[src/rtl/core/pls_pkg.sv]
package pls_pkg;

    localparam int CAPACITY = 64;
    localparam int IDX_W    = $clog2(CAPACITY);
    localparam int CNT_W    = $clog2(CAPACITY + 1);
    localparam int POS_W    = 7;
    localparam int LEN_W    = 7;
    localparam int WORD_W   = 32;
    localparam int CMP_W    = ((CNT_W > POS_W) ? CNT_W : POS_W) + 1;

    typedef enum logic [3:0] {
        ACT_APPEND    = 4'd0,
        ACT_PREPEND   = 4'd1,
        ACT_INSERT    = 4'd2,
        ACT_DROP_LAST = 4'd3,
        ACT_DROP_FRST = 4'd4,
        ACT_ERASE     = 4'd5,
        ACT_OVERWRITE = 4'd6,
        ACT_CLEAR     = 4'd7,
        ACT_READ      = 4'd8
    } t_action;

    typedef enum logic [1:0] {
        ST_OK    = 2'd0,
        ST_FULL  = 2'd1,
        ST_EMPTY = 2'd2,
        ST_RANGE = 2'd3
    } t_status;

    typedef struct packed {
        logic        [3:0]        action;
        logic        [POS_W-1:0]  position;
        logic signed [WORD_W-1:0] value;
    } t_req;

    typedef struct packed {
        logic signed [WORD_W-1:0] read_value;
        logic        [LEN_W-1:0]  length;
        logic        [1:0]        status;
    } t_result;

    // Broadcast to every cell; each cell compares slot with its own index
    typedef struct packed {
        logic                     wr;
        logic                     ins;
        logic                     del;
        logic                     rd;
        logic        [IDX_W-1:0]  slot;
        logic signed [WORD_W-1:0] value;
    } t_cell_ctl;

endpackage

[src/rtl/core/pls_cell.sv]
module pls_cell (
    input  logic                              i_clk,
    input  logic [pls_pkg::IDX_W-1:0]         i_idx,
    input  logic                              i_en,
    input  pls_pkg::t_cell_ctl                i_ctl,
    input  logic signed [pls_pkg::WORD_W-1:0] i_lo,
    input  logic signed [pls_pkg::WORD_W-1:0] i_hi,
    output logic signed [pls_pkg::WORD_W-1:0] o_q
);
    import pls_pkg::*;

    logic signed [WORD_W-1:0] r_q;
    logic signed [WORD_W-1:0] n_q;

    always_comb begin
        n_q = r_q;
        if (i_en) begin
            priority if (i_ctl.wr && (i_idx == i_ctl.slot)) begin
                n_q = i_ctl.value;
            end else if (i_ctl.ins && (i_idx == i_ctl.slot)) begin
                n_q = i_ctl.value;
            end else if (i_ctl.ins && (i_idx > i_ctl.slot)) begin
                // open the gap: take the lower neighbour
                n_q = i_lo;
            end else if (i_ctl.del && (i_idx >= i_ctl.slot)) begin
                // close the gap: take the upper neighbour
                n_q = i_hi;
            end else begin
                n_q = r_q;
            end
        end
    end

    always_ff @(posedge i_clk) begin
        r_q <= n_q;
    end

    assign o_q = r_q;

endmodule

[config.mk]
export PLATFORM = sky130hd
export DESIGN_NAME = pls_cell
export DESIGN_NICKNAME = d
export VERILOG_FILES = /design/src/rtl/core/pls_pkg.sv /design/src/rtl/core/pls_cell.sv
export SDC_FILE = /design/constraint.sdc
export NUM_CORES = 1
export LEC_CHECK = 0
export CORE_MARGIN = 3
export CORE_UTILIZATION = 66
export DETAILED_ROUTE_END_ITERATION = 6
export DONT_BUFFER_PORTS = 1
export PLACE_DENSITY = 0.89
export RECOVER_POWER = 25
export SLEW_MARGIN = 25
export SYNTH_ARGS = -nofsm -noshare
export SYNTH_HDL_FRONTEND = slang
export SYNTH_SLANG_ARGS = --single-unit
[constraint.sdc]
create_clock -name i_clk -period 14.45 [get_ports i_clk]
set_clock_uncertainty 0.05 [all_clocks]
set_input_delay 2.89 -clock i_clk [delete_from_list [all_inputs] [get_ports i_clk]]
set_output_delay 2.89 -clock i_clk [all_outputs]
set_load 0.02 [all_outputs]
-- Word level (Yosys, flattened, before mapping)
Index checks and enable logic that the tools add are counted.
- register bits: 32
- output and inout bits: 32
- $lt $le $gt $ge: 2
- eq/ne operators: 1
- mux-type cells: 4
- reductions and logical operators: 6
- operator list (operator ; number):
    32-bit two-way mux ; 4
    6-bit == test ; 1
    6-bit >= comparator ; 1
    6-bit greater-than comparator ; 1
    1-bit logical AND ; 4
    4-bit nonzero test ; 1
    2-bit AND reduction ; 1

-- Longest topological paths before layout
- depth in word-level cells: 6
- depth in mapped cells: 8

-- Worst setup path after synthesis
No wires, ideal clock.
- path kind: input-to-reg
- start: input port i_ctl[37] (netlist name)
- end: register r_q[0] (netlist: o_q[0]), enable pin
- library setup time: 471 ps
- arrival time: 6098 ps
- data required time: 13929 ps
- path slack: 7831 ps
- stages: 7
- path through: inv_1 ha_1 nand4_2 o21bai_4 nand3_1 o22ai_1 a21boi_0
- cells in the longest elaborated chain, start to end: 4
- ends and longest elaborated chain (what ; RTL line ; source):
    start: declaration ; pls_cell.sv:5 ; input pls_pkg::t_cell_ctl i_ctl,
    6-bit greater-than comparator (tied with other cells) ; pls_cell.sv:22 ; end else if (i_ctl.ins && (i_idx > i_ctl.slot)) begin
    1-bit logical AND (on tied branches) ; n/a ;
    4-bit nonzero test (no line) (*) ; n/a ;
    2-bit AND reduction (no line) (*) ; n/a ;
    end signal: assignment ; pls_cell.sv:35 ; r_q <= n_q;
    end: declaration ; pls_cell.sv:12 ; logic signed [WORD_W-1:0] r_q;
Mark *: on every way between the ends. The rest lies on a longest branch, timed or not.
A chain may end at the register's enable or synchronous reset.

-- Worst setup path in the final report
- start: input port i_ctl[37] (netlist name)
- end: register r_q[8] (netlist: o_q[8]), enable pin
The elaborated chain is that of the path after synthesis.

==> results by group <==
Worst setup path
  • Crit-path max FO: 32
  • Worst EP arrival: 4.66 ns
  • Required time of the worst setup path: 14.34 ns
  • Crit Path Category: input port to register
  • Startpoint type of the worst setup path: input port
  • Critical Path Sink Type: register

Detailed routing
  • Routed via count: 1,477
  • Initial DRC Count: 77
  • DRC violations left: 0
  • Mean routed wirelength per cell: 19.05 microns
  • Post-route ant nets: 0
  • Vias per std cell: 6.594
  • Number of detailed-routing iterations run before antenna repair: 4
  • Final wirelength: 4267 microns

Logic synthesis
  • Count of distinct cell types in the synthesized netlist: 21
  • Flip-flop and latch count after synthesis: 32
  • Yosys synthesis warning count: 0
  • Post-synthesis sequential area ratio: 0.5271
  • Instance count of the mapped netlist: 200
  • Synthesized area per cell: 9.115 sq um
  • Synth Net Count: 320
  • Cell area after technology mapping: 1823 sq um

Finish
  • Count of fill cells added during filler insertion: 188
  • Total number of nets in the final design: 316
  • Number of diodes added for antenna fixing: 0
  • Share of cells above drive strength 1: 0.07732
  • Most common cell after layout, fill and taps aside: sky130_fd_sc_hd__nand2_1
  • Final design area excluding fillers: 1857 sq um
  • Highest-count cells in the layout ignoring fill and taps: 66 x sky130_fd_sc_hd__nand2_1, 33 x sky130_fd_sc_hd__nor2_1, 32 x sky130_fd_sc_hd__a31oi_1, 32 x sky130_fd_sc_hd__edfxtp_1
  • Final standard cell utilization of the core: 0.7296
  • Syn-to-layout area delta: 1.853%
  • Max FFs per register: 32

Clocking
  • Maximum root-to-sink buffer count: 2
  • Number of post-CTS setup repair buffers: 0
  • Clock tree from TritonCTS: yes
  • Reg clk slew, reported paths: 0.09 ns
  • Hold bufs inserted after CTS: 0
  • H-tree level count: 2
  • Clock Root Buffer: sky130_fd_sc_hd__clkbuf_4
  • Total CTS buffers: 5
  • Number of sinks on the clock net: 32
  • Number of gates resized after CTS: 0

STA
  • Max transition margin: 0.3341
  • Total negative slack for setup checks: 0 ns
  • Worst slew pin tran: 0.9964 ns
  • Clock period minus final worst setup slack: 4.774 ns
  • FMAX: 209.5 MHz
  • Setup repair after global routing missed its margin: no
  • Final hold violations: 0
  • Count of endpoints failing setup in the final report: 0
  • Number of max-slew violations in the final report: 0
  • Final Cycle Share: 0.3304

Global routing
  • Total global-route track usage: 0.2438
  • Antenna violations before repair: 0
  • Global-route wire length before repair: 6044 microns
  • Grt total ovfl: 0
  • Number of global-route vias before repair: 1,348
  • Maximum number of pins on one net before global-route repair: 35

Placed design
  • Placer Congestion: 0.7351
  • Detailed Place HPWL: 3344 microns
  • Area after detailed placement: 1819 sq um
  • Count of buffers from port buffering: 0

Run status
  • Outcome: complete, no violations

Pwr
  • Peak supply drop: 0.08809 mV
  • Static leakage: 0.7120 nW
  • Total power divided by cell area: 109.0 nW/um^2

Die
  • Area inside the core boundary: 2545 sq um
  • Chip Height: 58.56 microns
  • Number of placed I/O pins: 146
  • Placement Rows: 18
  • Width of the die: 58.56 microns
  • Effective utilization at floorplan: 0.7163
  • Die outline area: 3429 sq um

Run
  • Number of max-capacitance violations reported: 0

Min path
  • Min-delay worst type: input port to register
metal layers:
metal,up-vias,GRT usage,share of wire
met5,-,0,0
met4,0,0.08609,0.014
met3,7,0.09649,0.13
met2,101,0.4577,0.54
met1,677,0.2379,0.32
li1,692,-,-
final cells by class:
cell class | instances | area (sq um) | share of cell area
multi-input cells | 150 | 790.8 | 0.4259
inverters | 6 | 22.52 | 0.01213
well taps | 30 | 37.54 | 0.02022
repair buffers | 1 | 7.507 | 0.004043
flip-flops and latches | 32 | 960.9 | 0.5175
clock buffers | 5 | 37.54 | 0.02022
synth_stat cells:
| cell | instances | area, sq um |
|---|---|---|
| sky130_fd_sc_hd__nand2_1 | 66 | 247.7 |
| sky130_fd_sc_hd__nor2_1 | 33 | 123.9 |
| sky130_fd_sc_hd__a31oi_1 | 32 | 200.2 |
| sky130_fd_sc_hd__edfxtp_1 | 32 | 960.9 |
| sky130_fd_sc_hd__clkbuf_1 | 6 | 22.52 |
| sky130_fd_sc_hd__ha_1 | 6 | 75.07 |
| sky130_fd_sc_hd__inv_1 | 6 | 22.52 |
| sky130_fd_sc_hd__buf_2 | 3 | 15.01 |
| sky130_fd_sc_hd__buf_6 | 3 | 33.78 |
| sky130_fd_sc_hd__nand3_1 | 2 | 10.01 |
| sky130_fd_sc_hd__a21boi_0 | 1 | 7.510 |
| sky130_fd_sc_hd__a21o_2 | 1 | 8.760 |
| sky130_fd_sc_hd__a21oi_1 | 1 | 5.000 |
| sky130_fd_sc_hd__a31o_2 | 1 | 8.760 |
| sky130_fd_sc_hd__a31oi_4 | 1 | 21.27 |
| sky130_fd_sc_hd__and2b_2 | 1 | 8.760 |
| sky130_fd_sc_hd__nand4_2 | 1 | 12.51 |
| sky130_fd_sc_hd__o21ai_1 | 1 | 5.000 |
| sky130_fd_sc_hd__o21ai_2 | 1 | 8.760 |
| sky130_fd_sc_hd__o21bai_4 | 1 | 18.77 |
| sky130_fd_sc_hd__o22ai_1 | 1 | 6.260 |
metrics by stage:
stage / hold WS, ns / power [mW] / setup WS (ns) / std cells
after floorplan: 3.090 / 0.1578 / 7.831 / 200
after global placement: 3.095 / 0.1605 / 9.420 / 219
after detailed placement: 3.103 / 0.1636 / 9.332 / 219
after CTS: 2.766 / 0.2045 / 9.676 / 224
after global routing: 2.760 / 0.2119 / 9.544 / 224
final: 2.782 / 0.2023 / 9.676 / 224
power by group:
group / internal [mW] / leakage [nW] / switching [mW]
clock: 0.0162 / 0.0230 / 0.0253
sequential: 0.116 / 0.292 / 0.0163
combinational: 0.0106 / 0.397 / 0.0176
total: 0.143 / 0.712 / 0.0592
logic make-up after synthesis:
group / Yosys count / synth area share
compound gates: 41 / 0.1592
fa+ha+maj: 6 / 0.04118
buf+inv: 18 / 0.05147
flops: 32 / 0.5271
simple gates: 103 / 0.2210
worst max-delay path, stage by stage:
cell and delay (ns):
sky130_fd_sc_hd__inv_1 0.02, sky130_fd_sc_hd__ha_1 0.33, sky130_fd_sc_hd__nand4_2 0.15, sky130_fd_sc_hd__nor2_1 0.29, sky130_fd_sc_hd__o22ai_1 0.17, sky130_fd_sc_hd__a21boi_4 0.80
worst paths after layout:
path / startpoint / to / slack [ns] / cells past startpoint
setup / recovery: i_ctl[37] / o_q[8]$_DFFE_PP_ / 9.68 / 6
hold / removal: i_ctl[27] / o_q[27]$_DFFE_PP_ / 2.78 / 2
Note: power is estimated with default switching activity, not from simulation.
