--- src/rtl/core/pls_pkg.sv ---
package pls_pkg;

    localparam int CAPACITY = 64;
    localparam int IDX_W    = $clog2(CAPACITY);
    localparam int CNT_W    = $clog2(CAPACITY + 1);
    localparam int POS_W    = 7;
    localparam int LEN_W    = 7;
    localparam int WORD_W   = 32;
    localparam int CMP_W    = ((CNT_W > POS_W) ? CNT_W : POS_W) + 1;

    typedef enum logic [3:0] {
        ACT_APPEND    = 4'd0,
        ACT_PREPEND   = 4'd1,
        ACT_INSERT    = 4'd2,
        ACT_DROP_LAST = 4'd3,
        ACT_DROP_FRST = 4'd4,
        ACT_ERASE     = 4'd5,
        ACT_OVERWRITE = 4'd6,
        ACT_CLEAR     = 4'd7,
        ACT_READ      = 4'd8
    } t_action;

    typedef enum logic [1:0] {
        ST_OK    = 2'd0,
        ST_FULL  = 2'd1,
        ST_EMPTY = 2'd2,
        ST_RANGE = 2'd3
    } t_status;

    typedef struct packed {
        logic        [3:0]        action;
        logic        [POS_W-1:0]  position;
        logic signed [WORD_W-1:0] value;
    } t_req;

    typedef struct packed {
        logic signed [WORD_W-1:0] read_value;
        logic        [LEN_W-1:0]  length;
        logic        [1:0]        status;
    } t_result;

    // Broadcast to every cell; each cell compares slot with its own index
    typedef struct packed {
        logic                     wr;
        logic                     ins;
        logic                     del;
        logic                     rd;
        logic        [IDX_W-1:0]  slot;
        logic signed [WORD_W-1:0] value;
    } t_cell_ctl;

endpackage

--- src/rtl/core/pls_ctrl.sv ---
module pls_ctrl (
    input  pls_pkg::t_req               i_req,
    input  logic [pls_pkg::CNT_W-1:0]   i_count,
    output pls_pkg::t_cell_ctl          o_ctl,
    output logic [pls_pkg::CNT_W-1:0]   o_count,
    output logic [1:0]                  o_status
);
    import pls_pkg::*;

    logic             full;
    logic             empty;
    logic [CMP_W-1:0] pos_w;
    logic [CMP_W-1:0] cnt_w;
    logic             ins_bad;
    logic             pos_bad;
    logic [IDX_W-1:0] pos_slot;
    logic [CNT_W-1:0] cnt_inc;
    logic [CNT_W-1:0] cnt_dec;

    always_comb begin
        full     = (i_count == CNT_W'(CAPACITY));
        empty    = (i_count == '0);
        pos_w    = CMP_W'(i_req.position);
        cnt_w    = CMP_W'(i_count);
        ins_bad  = (pos_w == '0) || (pos_w > (cnt_w + CMP_W'(1)));
        pos_bad  = (pos_w == '0) || (pos_w > cnt_w);
        pos_slot = IDX_W'(pos_w - CMP_W'(1));
        cnt_inc  = i_count + CNT_W'(1);
        cnt_dec  = i_count - CNT_W'(1);

        o_ctl       = '0;
        o_ctl.value = i_req.value;
        o_count     = i_count;
        o_status    = ST_OK;

        unique case (i_req.action)
            ACT_APPEND: begin
                if (full) begin
                    o_status = ST_FULL;
                end else begin
                    o_ctl.wr   = 1'b1;
                    o_ctl.slot = IDX_W'(i_count);
                    o_count    = cnt_inc;
                end
            end
            ACT_PREPEND: begin
                if (full) begin
                    o_status = ST_FULL;
                end else begin
                    o_ctl.ins = 1'b1;
                    o_count   = cnt_inc;
                end
            end
            ACT_INSERT: begin
                if (full) begin
                    o_status = ST_FULL;
                end else if (ins_bad) begin
                    o_status = ST_RANGE;
                end else begin
                    o_ctl.ins  = 1'b1;
                    o_ctl.slot = pos_slot;
                    o_count    = cnt_inc;
                end
            end
            ACT_DROP_LAST: begin
                if (empty) begin
                    o_status = ST_EMPTY;
                end else begin
                    o_count = cnt_dec;
                end
            end
            ACT_DROP_FRST: begin
                if (empty) begin
                    o_status = ST_EMPTY;
                end else begin
                    o_ctl.del = 1'b1;
                    o_count   = cnt_dec;
                end
            end
            ACT_ERASE: begin
                if (empty) begin
                    o_status = ST_EMPTY;
                end else if (pos_bad) begin
                    o_status = ST_RANGE;
                end else begin
                    o_ctl.del  = 1'b1;
                    o_ctl.slot = pos_slot;
                    o_count    = cnt_dec;
                end
            end
            ACT_OVERWRITE: begin
                if (empty) begin
                    o_status = ST_EMPTY;
                end else if (pos_bad) begin
                    o_status = ST_RANGE;
                end else begin
                    o_ctl.wr   = 1'b1;
                    o_ctl.slot = pos_slot;
                end
            end
            ACT_CLEAR: begin
                // entries keep their words; only the length drops
                o_count = '0;
            end
            ACT_READ: begin
                if (empty) begin
                    o_status = ST_EMPTY;
                end else if (pos_bad) begin
                    o_status = ST_RANGE;
                end else begin
                    o_ctl.rd   = 1'b1;
                    o_ctl.slot = pos_slot;
                end
            end
            default: begin
                o_status = ST_OK;
            end
        endcase
    end

endmodule

--- config.mk ---
export PLATFORM = sky130hd
export DESIGN_NAME = pls_ctrl
export DESIGN_NICKNAME = d
export VERILOG_FILES = /design/src/rtl/core/pls_pkg.sv /design/src/rtl/core/pls_ctrl.sv
export SDC_FILE = /design/constraint.sdc
export NUM_CORES = 1
export LEC_CHECK = 0
export BUFFER_PORTS_ARGS = -buffer_cell sky130_fd_sc_hd__buf_2
export CAP_MARGIN = 20
export CORE_ASPECT_RATIO = 1.75
export CORE_UTILIZATION = 46
export DETAILED_ROUTE_END_ITERATION = 10
export PLACE_DENSITY = 0.85
export SLEW_MARGIN = 20
export SYNTH_ARGS = -nofsm -noshare
export SYNTH_HDL_FRONTEND = slang
export SYNTH_SLANG_ARGS = --single-unit
--- constraint.sdc ---
create_clock -name vclk -period 4.2
set_input_delay 0.84 -clock vclk [all_inputs]
set_output_delay 0.84 -clock vclk [all_outputs]
set_load 0.01 [all_outputs]
## Word level (Yosys, flattened, before mapping)

Index checks and enable logic that the tools add are counted.

- Output and inout bits: 51
- Register bits after elaboration: 0
- Input bits: 50
- Logic and storage cells: 56

- Eq/ne operators: 9
- Muxes and demuxes: 32
- Add/subtract/negate cells: 4
- Order comparisons: 2
- Reduce and logical (&&, ||, !) cells: 9

Operators by type and width:

| operator | count |
|---|---|
| two-way mux 7 bit | 8 |
| case mux 7 bit (5 select lines) | 1 |
| two-way mux 6 bit | 5 |
| case mux 6 bit (4 select lines) | 1 |
| == test 4 x 3 -> 1 bit, second input constant | 4 |
| zero test 7 bit | 2 |
| two-way mux 2 bit | 5 |
| adder 7 x 1 -> 8 bit, second input constant | 1 |
| == test 4 x 2 -> 1 bit, second input constant | 2 |
| > comparator 7 x 8 -> 1 bit | 1 |
| two-way mux 1 bit | 8 |
| case mux 2 bit (4 select lines) | 1 |
| adder 7 x 1 -> 7 bit, second input constant | 1 |
| == test 7 bit, second input constant | 1 |
| > comparator 7 bit | 1 |
| subtractor 7 x 1 -> 7 bit, second input constant | 1 |
| case mux 1 bit (2 select lines) | 3 |
| OR reduction 2 bit | 3 |
| subtractor 6 x 1 -> 6 bit, second input constant | 1 |
| == test 4 x 1 -> 1 bit, second input constant | 1 |
| == test 4 bit, second input constant | 1 |
| zero test 4 bit | 1 |
| OR reduction 3 bit | 1 |
| logical OR 1 bit | 2 |

## Depth between registers and ports, before layout

Gate-level depths: netlist of run 1.

- Depth in word-level cells: 6
- Gate-level depth with buffers: 12
- Gate-level depth less buffers: 11

## Worst setup path before layout of run 1

No wires, ideal clock.

- Path type: in2out
- Start: in i_count[2] (netlist bit)
- End: out o_count[0] (netlist bit)
- Buffers on the path: 1
- Cell stages on the path: 12
- Arrival time: 2.879 ns
- Required time: 3.360 ns
- Path slack: 0.481 ns
- Cells stage by stage: buf_6 > inv_1 > nor3_1 > nand3_1 > xnor2_1 > ha_1 > nand4_1 > nand3_1 > o21ba_2 > nor3_4 > a311oi_1 > o31ai_1

- Cells in the longest elaborated chain, start to end: 6
- Elaborated cells on any way between the ends: 14
- Those cells by class: add/sub: 1; order compare: 2; eq/ne: 1; mux: 7; reduce/logical: 3

Ends and longest elaborated chain:

| item | RTL line | RTL |
|---|---|---|
| from (decl) | pls_ctrl.sv:3 | `input logic [pls_pkg::CNT_W-1:0] i_count,` |
| adder 7 x 1 -> 8 bit | pls_ctrl.sv:25 | `ins_bad = (pos_w == '0) \|\| (pos_w > (cnt_w + CMP_W'(1)));` |
| > comparator 7 x 8 -> 1 bit | pls_ctrl.sv:25 |  |
| logical OR 1 bit | pls_ctrl.sv:25 |  |
| two-way mux 7 bit | pls_ctrl.sv:57 | `end else if (ins_bad) begin` |
| two-way mux 7 bit | pls_ctrl.sv:55 | `if (full) begin` |
| case mux 7 bit (5 select lines) * | pls_ctrl.sv:36 | `unique case (i_req.action)` |
| to (decl) | pls_ctrl.sv:5 | `output logic [pls_pkg::CNT_W-1:0] o_count,` |

Every way passes the cells marked *; elsewhere a longest branch is shown, timed or not.

## Worst setup path after layout of run 1

- Start: in i_count[0] (netlist bit)
- End: out o_count[2] (netlist bit)

Same word-level chain as after synthesis.

==> results of run 1 <==
==> final timing paths <==
path        from         end  slack (ps)  cells after the start
min     i_req[0]    o_ctl[0]        1680                      0
max   i_count[0]  o_count[2]         100                     13
==> through the flow <==
| stage | total power [W] | cells | setup TNS [ps] |
|---|---|---|---|
| after floorplan | 0.000154 | 233 | 0 |
| after global placement | 0.000175 | 281 | 0 |
| after detailed placement | 0.000178 | 281 | 0 |
| after CTS | 0.000179 | 281 | 0 |
| after global routing | 0.000210 | 281 | -106 |
| final | 0.000193 | 281 | 0 |
==> Yosys cell counts, types with 2 or more instances <==
master / number
nand2_1: 16
and3_1: 2
nand3_1: 15
o21ai_0: 4
nor2_1: 8
o31ai_2: 2
a21o_1: 5
nand2b_1: 5
nand2_2: 3
nor2b_1: 2
and2_1: 2
ha_1: 19
o22ai_1: 3
o31ai_1: 4
a2111oi_0: 2
a31oi_1: 2
xnor2_1: 9
a22oi_1: 3
xor2_1: 2
a21oi_1: 13
o21ai_1: 6
buf_4: 35
nor4_1: 2
buf_6: 2
buf_2: 4
nor3_1: 11
inv_1: 12
o221ai_1: 2
nand4_1: 5
nand3b_1: 3
==> cells by family (layout without fill, tap and decap cells) <==
family                     after synthesis  after routing  share of synthesized area (%)
buffers and inverters                   54             57                           21.2
AOI/OAI and AO/OA                       67             67                           30.5
muxes                                    2              2                           1.27
adders and majority gates               19             19                           14.2
and+or+nand+nor                         80             80                           27.0
xor gates and xnor gates                11             11                           5.77
==> power by group through the flow <==
stage | Combinational [W] | Clock, W | Sequential [W]
2_1_floorplan | 0.000154 | 0 | 0
3_5_place_dp | 0.000178 | 0 | 0
4_1_cts | 0.000179 | 0 | 0
6_report | 0.000193 | 0 | 0
5_1_grt | 0.000210 | 0 | 0
3_3_place_gp | 0.000175 | 0 | 0
==> layer usage <==
metal | global-route usage (%) | vias to the layer above | share of wire (%)
li1 | - | 839 | -
met1 | 26.5 | 828 | 35
met2 | 46.0 | 94 | 53
met3 | 0.879 | 31 | 5.8
met4 | 15.6 | 0 | 5.9
met5 | 0 | - | 0
==> layout make-up <==
class | instances | area [um^2] | share of cell area, %
Multi-Input combinational cell | 179 | 1390 | 80.0
Inverter | 12 | 45.0 | 2.60
Tap cell | 45 | 56.3 | 3.24
Timing Repair Buffer | 45 | 245 | 14.1
==> flow_summary.json, run 1 <==
{
  "status": "finished clean",
  "post-cts-setup-buffers": 0,
  "wl_per_cell_um": 17.6,
  "clock_power_share_pct": 0,
  "drc_errors": 0,
  "postRouteAntennaNets": 0,
  "arrival_ps": 3260,
  "fmax_mhz": 244,
  "pwr-share-seq_pct": 0,
  "hpwl_um": 3910,
  "place_congestion": 0.980,
  "drive_above_1_share_pct": 30.9,
  "io_pins": 101,
  "synth_nets": 302,
  "area_growth_pct": 3.89,
  "firstDrtPassIters": 4,
  "crit_fanout": 6,
  "yosys.cell_types.count": 60,
  "drv_slew": 0,
  "vias_per_cell": 6.38,
  "hold_viol": 0,
  "cp_cell_sequence": "buf_2, ha_1, inv_1, nor3_2, xnor2_1, ha_1, nand4_1, a21oi_2, o21bai_2, a21oi_1, o21ai_0, a21oi_1, buf_2",
  "syn_inst": 233,
  "antennaDiodeCount": 0,
  "die_w_um": 47.6,
  "place_area_mm2": 0.00166,
  "die-area_mm2": 0.00389,
  "netlist_area_mm2": 0.00167,
  "start_kind": "primary input",
  "vias": 1792,
  "fin_crit_ps": 4100,
  "fp.dieH_um": 81.7,
  "layout_common_cells": "37 x buf_2, 19 x ha_1, 16 x nand2_1",
  "hold_slack_ps": 1680,
  "relSlewSlack_pct": 52.1,
  "power.internal_w": 0.0000773,
  "hold_class": "primary input to output port",
  "post-route-util_pct": 50.5,
  "fin_nets": 307,
  "num-fill-cells": 388,
  "io_buffer_count": 37,
  "layout_commonest_cell": "buf_2",
  "grtUsageTotal_pct": 25.3,
  "avgSynthCellArea_um2": 7.17,
  "routed_wl_um": 4940,
  "worstSetupEndpointType": "output port",
  "post-route-period-util_pct": 97.5,
  "gr-total-overflow": 0,
  "grt_pass1_vias": 1656,
  "std_cell_rows": 28,
  "ir_drop_uv": 47.7,
  "grt_max_degree": 18,
  "cts_resized": 0,
  "critical_path_class": "primary input to output port",
  "crit_slowest_cell": "ha_1",
  "synthTopCellsByArea": "buf_4 16%, ha_1 14%, xnor2_1 4.7%, nand3_1 4.5%, a21oi_1 3.9%",
  "clkbuf_count": 0,
  "p_sw_share_pct": 59.9,
  "core_mm2": 0.00343,
  "ff_latch_area_um2": 0,
  "max_cap_violations": 0,
  "ys.warnings.count": 0,
  "synth_top_cell_by_area": "buf_4",
  "pre_cts_slack_ps": 26.0,
  "antenna_found_initial": 0,
  "p_comb_share_pct": 100.0,
  "cp.required_ps": 3360,
  "fin_area_mm2": 0.00174,
  "finalSetupViolations": 0,
  "initial_utilization_pct": 48.7,
  "ctsHoldBuffers": 0,
  "nFlopsAndLatches": 0,
  "yosysSeqAreaShare_pct": 0,
  "initialDrtViolationCount": 62,
  "switchingPower_w": 0.000116,
  "synth.top_cell.area_share_pct": 15.7,
  "crit_family": "compound AO/OA/AOI/OAI gates",
  "power_density_mw_per_mm2": 111,
  "fin_ws_ps": 103,
  "p_leak_nw": 0.751,
  "tightest_slew_ps": 712,
  "cp.buffers_inverters": 3,
  "max_stage_delay_ps": 380,
  "grt_first_pass_wirelength_um": 7420
}
Power figures use the tool's default switching activity.
==> run 2: changes to the inputs <==
CORE_ASPECT_RATIO = unset   (was 1.75)
CORE_UTILIZATION = 45   (was 46)
PLACE_DENSITY = 0.83   (was 0.85)
==> run 2 against run 1 <==
  * Via count about the same
  * Largest cell class unchanged
  * Core utilization decreased by 0.24 points
  * Critical endpoint is now o_count[0]
  * Count of clock-buffer cells in the layout stayed put
  * Maximum frequency barely moved
  * Sequential share of layout area did not move
  * Critical path depth is the same
  * Die area rose by 1.9%
  * First-iteration DRC count grew to 2.7 times the previous value
  * Final area shrank 0.22%
  * Flip-flop and latch count is the same
==> flow_summary.json, run 2 (synthesized netlist as in run 1, its figures left out) <==
{
  "hold_class": "primary input to output port",
  "grt_pass1_vias": 1529,
  "cp.required_ps": 3360,
  "worstSetupEndpointType": "output port",
  "vias_per_cell": 6.34,
  "firstDrtPassIters": 6,
  "post-route-period-util_pct": 97.6,
  "core_mm2": 0.00344,
  "crit_cells": 13,
  "status": "finished clean",
  "dp_cells": 283,
  "final_cells": 283,
  "place_area_mm2": 0.00167,
  "antenna_found_initial": 0,
  "gr-total-overflow": 0,
  "ctsHoldBuffers": 0,
  "io_buffer_count": 37,
  "fmax_mhz": 244,
  "vias": 1793,
  "layout_common_cells": "36 x buf_2, 19 x ha_1, 16 x nand2_1",
  "grt_first_pass_wirelength_um": 7300,
  "initialDrtViolationCount": 168,
  "crit_family": "compound AO/OA/AOI/OAI gates",
  "max_cap_violations": 0,
  "hpwl_um": 3660,
  "drive_above_1_share_pct": 30.0,
  "cp-startpoint": "i_count[0]",
  "power_density_mw_per_mm2": 109,
  "cp_cell_sequence": "clkbuf_4, ha_1, inv_1, nor3_2, xnor2_1, ha_1, a21oi_1, nand3_1, o21ba_2, nor3_4, a311oi_1, o31ai_1, buf_2",
  "drv_slew": 0,
  "max_stage_delay_ps": 320,
  "p_leak_nw": 0.760,
  "area_growth_pct": 3.67,
  "postRouteAntennaNets": 0,
  "ir_drop_uv": 47.4,
  "fin_crit_ps": 4100,
  "finalSetupViolations": 0,
  "crit_slowest_cell": "ha_1",
  "crit_fanout": 8,
  "io_pins": 101,
  "grt_max_degree": 18,
  "hold_viol": 0,
  "routed_wl_um": 4790,
  "hold_slack_ps": 1680,
  "cpMostUsedCell": "ha_1",
  "die-area_mm2": 0.00396,
  "arrival_ps": 3260,
  "nFlopsAndLatches": 0,
  "cp-endpoint": "o_count[0]",
  "drc_errors": 0,
  "std_cell_rows": 21,
  "layout_commonest_cell": "buf_2",
  "place_congestion": 1.05,
  "start_kind": "primary input",
  "initial_utilization_pct": 48.5,
  "cp.buffers_inverters": 3,
  "fp.dieH_um": 62.9,
  "grtUsageTotal_pct": 22.2,
  "ff_latch_area_um2": 0,
  "antennaDiodeCount": 0,
  "post-route-util_pct": 50.3,
  "wl_per_cell_um": 16.9,
  "fin_area_mm2": 0.00173,
  "tightest_slew_ps": 976,
  "num-fill-cells": 331,
  "die_w_um": 62.9,
  "clkbuf_count": 0,
  "fin_nets": 308,
  "critical_path_class": "primary input to output port",
  "relSlewSlack_pct": 34.4
}
-- run 2: timing repair --
item / 4_1_cts / 5_1_grt
setup buffers: 0 / 0
resized for setup: 0 / 10
setup endpoints to repair: 0 / 12
-- run 2: power breakdown --
part           internal, W  total, W  switching (W)
clock                    0         0              0
combinational    0.0000760  0.000190       0.000114
sequential               0         0              0
-- run 2: layout make-up --
cell class,count,area [um^2],share of cell area (%)
inverter,12,45.0,2.60
multi-input combinational,179,1370,79.3
tap,46,57.6,3.32
timing repair buffer,46,255,14.7
-- run 2: metal layers --
layer,global-route usage (%),vias to the layer above,share of wire [%]
met1,32.0,799,40
met4,4.94,0,1.9
met3,2.92,16,13
met2,34.3,133,45
met5,0,-,0
li1,-,845,-
-- run 2: per-stage QoR --
step	setup TNS (ps)	setup slack [ps]	total power, W
after global routing	-39.4	-39.4	0.000205
after CTS	0	97.4	0.000178
after detailed placement	0	103	0.000177
final	0	102	0.000190
after floorplan	0	481	0.000154
after global placement	0	132	0.000176
-- run 2: worst min-delay path by stage --
stage / slack [ps] / startpoint / cells after the start / endpoint
floorplan: 1770 / i_req[32] / 1 / o_ctl[32]
global placement: 1680 / i_req[11] / 0 / o_ctl[11]
detailed placement: 1680 / i_req[11] / 0 / o_ctl[11]
CTS: 1680 / i_req[11] / 0 / o_ctl[11]
global route: 1680 / i_req[16] / 0 / o_ctl[16]
finish: 1680 / i_req[12] / 0 / o_ctl[12]
